## config.mk

```make
export PLATFORM = sky130hd
export DESIGN_NAME = fse_ctrl
export DESIGN_NICKNAME = d
export VERILOG_FILES = /design/src/design/fourier_series_evaluator_unit_assert.svh /design/src/design/fse_pkg.sv /design/src/design/fse_ctrl.sv
export SDC_FILE = /design/constraint.sdc
export NUM_CORES = 1
export LEC_CHECK = 0
export ABC_AREA = 1
export BUFFER_PORTS_ARGS = -buffer_cell sky130_fd_sc_hd__buf_2
export CORE_AREA = 2 2 39 41
export DETAILED_ROUTE_END_ITERATION = 10
export DIE_AREA = 0 0 41 43
export PLACE_DENSITY = 0.58
export SLEW_MARGIN = 20
export SYNTH_ARGS = -nofsm -noshare
export SYNTH_HDL_FRONTEND = slang
export SYNTH_SLANG_ARGS = --single-unit
```

## constraint.sdc

```tcl
create_clock -name aclk -period 2.19 [get_ports aclk]
set_input_delay 0.3285 -clock aclk [delete_from_list [all_inputs] [get_ports aclk]]
set_output_delay 0.3285 -clock aclk [all_outputs]
set_load 0.005 [all_outputs]
```

## src/design/fourier_series_evaluator_unit_assert.svh

```systemverilog
// Assertion macros used by the evaluator's top-level RTL file.
`ifndef FOURIER_SERIES_EVALUATOR_UNIT_ASSERT_SVH
`define FOURIER_SERIES_EVALUATOR_UNIT_ASSERT_SVH
`ifndef SYNTHESIS
// A condition that must hold at every clock edge out of reset.
`define FSE_ASSERT(lbl, cond) \
    lbl: assert property (@(posedge aclk) disable iff (!aresetn) (cond)) \
        else $error("fse assertion failed");
// An antecedent that implies a consequent in the same cycle.
`define FSE_ASSERT_IMPL(lbl, ante, cons) \
    lbl: assert property (@(posedge aclk) disable iff (!aresetn) (ante) |-> (cons)) \
        else $error("fse implication failed");
// An antecedent that implies a consequent in the next cycle.
`define FSE_ASSERT_NEXT(lbl, ante, cons) \
    lbl: assert property (@(posedge aclk) disable iff (!aresetn) (ante) |=> (cons)) \
        else $error("fse next-cycle implication failed");
`else
`define FSE_ASSERT(lbl, cond)
`define FSE_ASSERT_IMPL(lbl, ante, cons)
`define FSE_ASSERT_NEXT(lbl, ante, cons)
`endif
`endif

```

## src/design/fse_pkg.sv

```systemverilog
// Types and constants shared by the Fourier series evaluator modules.
package fse_pkg;

    localparam int DATA_W    = 32;
    localparam int IDX_W     = 7;
    localparam int OP_W      = 2;
    localparam int S_TDATA_W = 104;
    localparam int M_TDATA_W = 96;
    localparam int TRIG_W    = 17;
    localparam int ACC_W     = 64;
    localparam int PROD_W    = DATA_W + TRIG_W + 1;

    localparam logic [63:0] PI_HALF_Q30 = 64'd1686629713;

    localparam logic [DATA_W-1:0] PERIOD_RECIP_RESET = 32'd65536;
    localparam logic [IDX_W-1:0]  DEGREE_RESET       = 7'd1;

    // Configuration register indexes.
    localparam logic CFG_PERIOD_RECIP = 1'b0;
    localparam logic CFG_DEGREE       = 1'b1;

    typedef enum logic [OP_W-1:0] {
        OP_WRITE = 2'd0,
        OP_READ  = 2'd1,
        OP_EVAL  = 2'd2,
        OP_NOP   = 2'd3
    } op_t;

    typedef enum logic [2:0] {
        ST_IDLE,
        ST_LOOK,
        ST_CHECK,
        ST_SETUP,
        ST_INIT,
        ST_RUN,
        ST_DRAIN,
        ST_DONE
    } state_t;

    typedef enum logic [1:0] {
        ADDR_INDEX,
        ADDR_ZERO,
        ADDR_HARM
    } addr_sel_t;

    typedef struct packed {
        logic      capture;
        addr_sel_t addr_sel;
        logic      phase_mult;
        logic      run_init;
        logic      issue;
        logic      load_out;
    } cmd_t;

    typedef struct packed {
        logic out_free;
        logic eff_zero;
        logic last_harm;
        logic pipe_busy;
    } stat_t;

endpackage

```

## src/design/fse_ctrl.sv

```systemverilog
// Controller state machine that sequences one transaction at a time.
module fse_ctrl (
    input  logic                            aclk,
    input  logic                            aresetn,
    input  logic                            s_tvalid,
    input  logic [fse_pkg::OP_W-1:0]        s_op,
    output logic                            s_tready,
    input  fse_pkg::stat_t                  stat,
    output fse_pkg::cmd_t                   cmd
);

    fse_pkg::state_t state_reg;
    fse_pkg::state_t state_next;

    // State register.
    always_ff @(posedge aclk) begin
        if (!aresetn) begin
            state_reg <= fse_pkg::ST_IDLE;
        end else begin
            state_reg <= state_next;
        end
    end

    // Next-state logic.
    always_comb begin
        state_next = state_reg;
        case (state_reg)
            fse_pkg::ST_IDLE: begin
                if (s_tvalid) begin
                    if (fse_pkg::op_t'(s_op) == fse_pkg::OP_EVAL) begin
                        state_next = fse_pkg::ST_SETUP;
                    end else begin
                        state_next = fse_pkg::ST_LOOK;
                    end
                end
            end
            fse_pkg::ST_LOOK:  state_next = fse_pkg::ST_CHECK;
            fse_pkg::ST_CHECK: begin
                if (stat.out_free) state_next = fse_pkg::ST_IDLE;
            end
            fse_pkg::ST_SETUP: state_next = fse_pkg::ST_INIT;
            fse_pkg::ST_INIT: begin
                state_next = stat.eff_zero ? fse_pkg::ST_DRAIN : fse_pkg::ST_RUN;
            end
            fse_pkg::ST_RUN: begin
                if (stat.last_harm) state_next = fse_pkg::ST_DRAIN;
            end
            fse_pkg::ST_DRAIN: begin
                if (!stat.pipe_busy) state_next = fse_pkg::ST_DONE;
            end
            fse_pkg::ST_DONE: begin
                if (stat.out_free) state_next = fse_pkg::ST_IDLE;
            end
            default: state_next = fse_pkg::ST_IDLE;
        endcase
    end

    // Command outputs.
    always_comb begin
        s_tready       = 1'b0;
        cmd            = '0;
        cmd.addr_sel   = fse_pkg::ADDR_INDEX;
        case (state_reg)
            fse_pkg::ST_IDLE: begin
                s_tready    = 1'b1;
                cmd.capture = s_tvalid;
            end
            fse_pkg::ST_CHECK: cmd.load_out = stat.out_free;
            fse_pkg::ST_SETUP: begin
                cmd.addr_sel   = fse_pkg::ADDR_ZERO;
                cmd.phase_mult = 1'b1;
            end
            fse_pkg::ST_INIT:  cmd.run_init = 1'b1;
            fse_pkg::ST_RUN: begin
                cmd.addr_sel = fse_pkg::ADDR_HARM;
                cmd.issue    = 1'b1;
            end
            fse_pkg::ST_DONE:  cmd.load_out = stat.out_free;
            default: ;
        endcase
    end

endmodule

```

==> impl_results.rst, run 1 <==
.. list-table::
   :header-rows: 1

   * - Metric
     - Value
   * - I/O pin cnt
     - 17
   * - Number of buffers added on ports
     - 16
   * - Standby leakage power
     - 0.252 nW
   * - Library cell used as clock root buffer
     - clkbuf_4
   * - Final Net Count
     - 82
   * - Slew at the pin closest to its max-slew limit
     - 0.382 ns
   * - # diodes
     - 0
   * - Maximum root-to-sink buffer count
     - 2
   * - Largest vdd supply drop
     - 511 µV
   * - Total power divided by cell area
     - 1220 mW/mm²
   * - Largest fanout on the critical path
     - 8
   * - Flops & latches, synth
     - 3
   * - Startpoint type of the worst setup path
     - flop
   * - Worst path arrival time
     - 1.23 ns
   * - Wire per inst
     - 8.20 µm
   * - Final worst path period share
     - 71.0%
   * - Clock tree from TritonCTS
     - built
   * - Share of total power in combinational logic
     - 57.9%
   * - Core region area
     - 0.00138 mm²
   * - H-tree depth
     - 1
   * - Worst setup skew after layout
     - 0.00585 ns
   * - Share of total power in the clock network
     - 17.2%
   * - Number of hold buffers added after CTS
     - 0
   * - Number of synthesized flops with an enable pin
     - 0
   * - Cell internal power dissipation
     - 0.000282 W
   * - Number of failing hold endpoints at the final stage
     - 0
   * - Synth top area cells
     - dfxtp_1, nor2_1, nor2_4, nand2_2, buf_6
   * - Total instance count after detailed placement
     - 84
   * - Skew-Pair Late Insertion Delay
     - 0.23 ns
   * - Worst hold path class
     - input pin to flop
   * - Detailed-route vias per instance
     - 4.27
   * - Setup slack at placement
     - 0.868 ns
   * - Highest attainable clock frequency
     - 644 MHz
   * - Final instance count without filler cells
     - 88
   * - Most used DFF post-synth
     - dfxtp_1
   * - Critical path class
     - flop to primary output
   * - Number of design-rule violations left by the first detailed-router iteration
     - 8
   * - Sequential power share
     - 24.8%
   * - Largest area contributor in the netlist
     - dfxtp_1
   * - Clock transition at the registers of the reported paths
     - 0.04 ns
   * - Syn_area_per_cell
     - 6.66 µm²
   * - Netlist Area Pre-Place
     - 373 µm²
   * - Gate Count Post-Synth
     - 56
   * - Yosys Warn Count
     - 0
   * - Fraction of final layout cells with drive strength greater than 1
     - 55.6%
   * - Num rows
     - 14
   * - Max FFs per register
     - 3
   * - Data required time at the worst endpoint
     - 1.86 ns
   * - Area share of the largest cell type after synthesis
     - 16.1%
   * - Share of synthesized flip-flops with an asynchronous set or reset
     - 0%
   * - Chip height
     - 43 µm
   * - Vias in the first global route
     - 328
   * - Wire length reported by the detailed router
     - 722 µm
   * - Post-synth cell types
     - 19
   * - Setup TNS Final
     - 0 ns
   * - Number of filler instances in the final layout
     - 163
   * - Remaining routing DRC violations
     - 0
   * - Min Clock Period, post-route
     - 1.55 ns
   * - Net switching power
     - 0.000282 W
   * - Post-CTS Resized
     - 0
   * - Postcts setup bufs
     - 0
   * - Starting Density
     - 26.9%
   * - Unrepaired setup endpoints after global routing
     - false
   * - Half-perimeter wire length of the detailed placement result
     - 623 µm
   * - Cell with the most instances after synthesis
     - nor2_1
   * - List of most frequent post-synthesis cells
     - nor2_1, nand2_1, inv_1, inv_2, nand2_2
   * - Initial DRT Pass Iterations
     - 4
   * - Pin count of the biggest net entering global routing
     - 10
   * - Fin area
     - 462 µm²
   * - Post-synthesis sequential area ratio
     - 16.1%
   * - CTS buffer count
     - 3
   * - GR Util All Layers
     - 10.5%
   * - Number of max-slew violations in the final report
     - 0
   * - Total nets after synthesis
     - 65
   * - Die W
     - 41 µm
   * - Sinks on Clock Net
     - 3
   * - Slew headroom
     - 74.5%
   * - Sw frac
     - 50.0%
   * - Count of maximum capacitance violations
     - 0
   * - Post-DP Area
     - 435 µm²
   * - Antenna-violating nets left
     - 0
   * - Final WS setup
     - 0.636 ns
   * - First-pass GRT wire length
     - 1.24 mm
   * - Total grt overflow
     - 0
   * - Kind of end point of the critical path
     - primary output
   * - Final setup fails
     - 0
   * - Run status
     - finished clean
   * - Number of vias after detailed routing
     - 376
   * - Area growth from synthesis to layout
     - 23.8%
   * - Antenna violations before repair
     - 0
   * - Final weighted congestion in routability-driven placement
     - 0.808
   * - Die area
     - 0.00176 mm²
[worst max-delay path, cell delays in order (launching register included)]
cell	delay [ns]
dfxtp_1	0.54
nand2_2	0.12
nand2_2	0.09
nand2_1	0.05
nor2_1	0.07
buf_2	0.11
[metrics by stage]
step,utilization [%],power (W),hold WS (ns)
after floorplan,-,0.000432,0.450
after global placement,31.5,0.000471,0.588
after detailed placement,31.5,0.000474,0.588
after CTS,33.4,0.000574,0.346
after global routing,33.4,0.000626,0.346
final,33.4,0.000565,0.352
[cells in the final DEF (no fill, tap or decap), types with 3 or more instances in the layout]
cell type,instances
inv_1,5
dfxtp_1,3
nor2_4,3
nor2_1,9
buf_2,16
nand2_2,4
clkbuf_4,3
inv_2,5
nor2_2,3
nand2_1,6
[cell families after synthesis]
logic type             share of synthesized area (%)
and+or+nand+nor                                 53.4
buffers and inverters                           20.1
AOI/OAI and AO/OA                               10.4
DFF                                             16.1
[power by group through the flow]
stage	registers (W)	logic [W]	clock network, W
floorplan	0.0000846	0.000347	0
global placement	0.000138	0.000333	0
detailed placement	0.000142	0.000332	0
CTS	0.000141	0.000333	0.000100
global route	0.000149	0.000370	0.000107
finish	0.000140	0.000327	0.0000974
[per-layer routing]
layer | track usage (%) | vias up | part of all wire, %
li1 | - | 206 | -
met1 | 12.5 | 153 | 43
met2 | 15.0 | 17 | 48
met3 | 4.71 | 0 | 8.4
met4 | 6.00 | 0 | 0
met5 | 0 | - | 0
[path summary, 6_finish.rpt]
check	slack (ns)	startpoint	cells past startpoint	endpoint
worst max-delay path	0.64	state_reg[0]	5	cmd[0]
worst min-delay path	0.35	aresetn	3	state_reg[2]
worst max register to register	0.95	state_reg[0]	7	state_reg[0]
worst min register to register	0.64	state_reg[0]	2	state_reg[0]
[area by class of cell]
type,count,area (µm²),area share (%)
Clock buffer,4,26.3,5.69
Inverter,10,37.5,8.13
Multi-Input combinational cell,39,238,51.5
Sequential cell,3,60.1,13.0
Tap cell,16,20.0,4.34
Timing Repair Buffer,16,80.1,17.3
Power figures use the tool's default switching activity.
==> inputs of run 2 (changes only) <==
==> constraint.sdc (replaced) <==
create_clock -name aclk -period 1.54 [get_ports aclk]
set_input_delay 0.231 -clock aclk [delete_from_list [all_inputs] [get_ports aclk]]
set_output_delay 0.231 -clock aclk [all_outputs]
set_load 0.005 [all_outputs]
==> run 2 against run 1 <==
Sequential cell count stayed put. Non-clock buffer count stayed put. Worst setup slack worse by 0.49 ns. Final area is 0.54% higher. Routed wire length is 3.6% lower.
==> impl_results.rst, run 2 (synthesis results as in run 1) <==
.. list-table::
   :header-rows: 1

   * - Metric
     - Value
   * - Run status
     - finished clean
   * - Post-CTS Resized
     - 0 (unchanged)
   * - Cell chain of the critical path
     - inv_2 > nand2_2 > nand2_1 > nor2_1 > buf_2
   * - Number of buffers added on ports
     - 16 (unchanged)
   * - Worst hold path class
     - input pin to flop
   * - Number of design-rule violations left by the first detailed-router iteration
     - 9 (+1)
   * - Highest attainable clock frequency
     - 718 MHz
   * - Reg2Reg Setup Slack
     - 0.37 ns (-0.58 ns)
   * - Library cell used as clock root buffer
     - clkbuf_4
   * - Data required time at the worst endpoint
     - 1.31 ns (-0.55 ns)
   * - Maximum root-to-sink buffer count
     - 2 (unchanged)
   * - Delay of the slowest cell on the worst path
     - 0.51 ns (-0.03 ns)
   * - Wire length reported by the detailed router
     - 696 µm (-3.6%)
   * - Met2 capacity usage during global routing
     - 14.4% (-0.63 points)
   * - Leading cell type in the layout, fill and taps excluded
     - buf_2
   * - Number of failing hold endpoints at the final stage
     - 0 (unchanged)
   * - Vias in the first global route
     - 304 (-7.3%)
   * - Total instance count after detailed placement
     - 84 (unchanged)
   * - Standby leakage power
     - 0.253 nW (+0.22%)
   * - Antenna violations before repair
     - 0 (unchanged)
   * - Cell at the slowest stage of the critical path
     - dfxtp_1
   * - Number of max-slew violations in the final report
     - 0 (unchanged)
   * - Unrepaired setup endpoints after global routing
     - false
   * - Die W
     - 41 µm (unchanged)
   * - Final setup fails
     - 0 (unchanged)
   * - Half-perimeter wire length of the detailed placement result
     - 586 µm (-6.0%)
   * - Antenna-violating nets left
     - 0 (unchanged)
   * - Setup slack at placement
     - 0.287 ns (-0.581 ns)
   * - I/O pin cnt
     - 17 (unchanged)
   * - Critical path class
     - flop to primary output
   * - Initial DRT Pass Iterations
     - 3 (-1)
   * - Final instance count without filler cells
     - 88 (unchanged)
   * - First-pass GRT wire length
     - 1.10 mm (-11%)
   * - Clock tree from TritonCTS
     - built
   * - Number of vias after detailed routing
     - 373 (-0.80%)
   * - Skew-Pair Late Insertion Delay
     - 0.23 ns (about the same)
   * - H-tree depth
     - 1 (unchanged)
   * - Global-route met3 utilization
     - 4.71% (unchanged)
   * - Starting Density
     - 26.9% (unchanged)
   * - CTS buffer count
     - 3 (unchanged)
   * - Remaining routing DRC violations
     - 0 (unchanged)
   * - Number of hold buffers added after CTS
     - 0 (unchanged)
   * - Largest vdd supply drop
     - 562 µV (+10%)
   * - Chip height
     - 43 µm (unchanged)
   * - Fraction of final layout cells with drive strength greater than 1
     - 58.3% (+2.8 points)
   * - Total power divided by cell area
     - 1730 mW/mm² (+41%)
   * - Final Net Count
     - 82 (unchanged)
   * - Final worst path period share
     - 90.5%
   * - Largest fanout on the critical path
     - 9 (+1)
   * - Clock transition at the registers of the reported paths
     - 0.04 ns (about the same)
   * - Pin count of the biggest net entering global routing
     - 10 (unchanged)
   * - Worst path arrival time
     - 1.16 ns (-0.07 ns)
   * - Worst Hold Endpoint
     - state_reg[0]
   * - Slew at the pin closest to its max-slew limit
     - 0.336 ns (-0.0459 ns)
   * - Worst setup skew after layout
     - 0.00156 ns (-0.00429 ns)
   * - Max FFs per register
     - 3 (unchanged)
   * - Setup TNS Final
     - 0 ns (unchanged)
   * - Wire per inst
     - 7.91 µm (-3.6%)
   * - Die area
     - 0.00176 mm² (unchanged)
   * - HP Start
     - aresetn
   * - Num rows
     - 14 (unchanged)
   * - Detailed-route vias per instance
     - 4.24 (-0.80%)
   * - Number of filler instances in the final layout
     - 161 (-1.2%)
   * - Met1 Use GR
     - 10.3% (-2.2 points)
   * - Sinks on Clock Net
     - 3 (unchanged)
   * - Area growth from synthesis to layout
     - 24.5%
   * - # diodes
     - 0 (unchanged)
   * - Core region area
     - 0.00138 mm² (unchanged)
   * - Postcts setup bufs
     - 0 (unchanged)
   * - Total grt overflow
     - 0 (unchanged)
   * - Highest-count cells in the layout ignoring fill and taps
     - buf_2, nor2_1, nand2_1
   * - Min Clock Period, post-route
     - 1.39 ns
   * - Startpoint type of the worst setup path
     - flop
   * - GR Util All Layers
     - 9.33% (-1.2 points)
   * - Depth of the worst register-to-register path
     - 7 (unchanged)
   * - Hold Path Stages
     - 3 (unchanged)
   * - Slew headroom
     - 77.5% (+3.1 points)
   * - Worst reg2reg endpoint
     - state_reg[2]
   * - GR peak layer
     - met2
   * - Kind of end point of the critical path
     - primary output
   * - Final weighted congestion in routability-driven placement
     - 0.780 (-3.4%)
   * - Final WS setup
     - 0.146 ns (-0.490 ns)
   * - Worst reg2reg path startpoint
     - state_reg[2]
   * - Count of maximum capacitance violations
     - 0 (unchanged)
run 2: cell counts in the layout (fill, tap and decap cells not counted):
No cell type changed its count.
run 2: final cells by class:
| type | instances | area, µm² | share of cell area [%] |
|---|---|---|---|
| clock buffers | 4 | 26.3 | 5.66 |
| inverters | 10 | 37.5 | 8.09 |
| multi-input cells | 39 | 238 | 51.2 |
| flip-flops and latches | 3 | 62.6 | 13.5 |
| well taps | 16 | 20.0 | 4.31 |
| repair buffers | 16 | 80.1 | 17.3 |
run 2: worst max path at each step:
| stage | endpoint | depth (start not counted) | slack [ns] | startpoint |
|---|---|---|---|---|
| 2_1_floorplan | state_reg[0] | 9 | 0.51 | state_reg[1] |
| 3_5_place_dp | state_reg[0] | 7 | 0.29 | state_reg[0] |
| 3_3_place_gp | state_reg[0] | 7 | 0.29 | state_reg[0] |
| 5_1_grt | cmd[0] | 5 | 0.01 | state_reg[2] |
| 6_report | cmd[0] | 5 | 0.15 | state_reg[2] |
| 4_1_cts | cmd[0] | 5 | 0.06 | state_reg[0] |
run 2: critical path, delay by kind of cell (launching register included):
kind                   cells  cell delay [ns]
flip-flops                 1             0.51
AND/OR/NAND/NOR            3             0.21
buffers and inverters      2             0.21
run 2: metrics by stage:
stage | hold WS, ns | instance area (µm²) | utilization, % | power, W
global placement | 0.496 | 435 | 31.5 | 0.000668
finish | 0.246 | 464 | 33.5 | 0.000801
CTS | 0.251 | 462 | 33.4 | 0.000810
detailed placement | 0.493 | 435 | 31.5 | 0.000669
floorplan | 0.352 | 373 | - | 0.000614
global route | 0.240 | 464 | 33.5 | 0.000881
run 2: where the power goes:
part	switching (W)	internal [W]	leakage, nW
Sequential	0.0000918	0.000116	0.0253
Combinational	0.000262	0.000195	0.212
Clock	0.0000397	0.0000970	0.0150
run 2: per-layer routing:
metal  wire length (µm)  part of all wire [%]  vias up
li1                   -                     -      204
met1                335                    48      156
met2                317                    46       13
met3                 44                   6.3        0
met4                  0                     0        0
met5                  0                     0        -
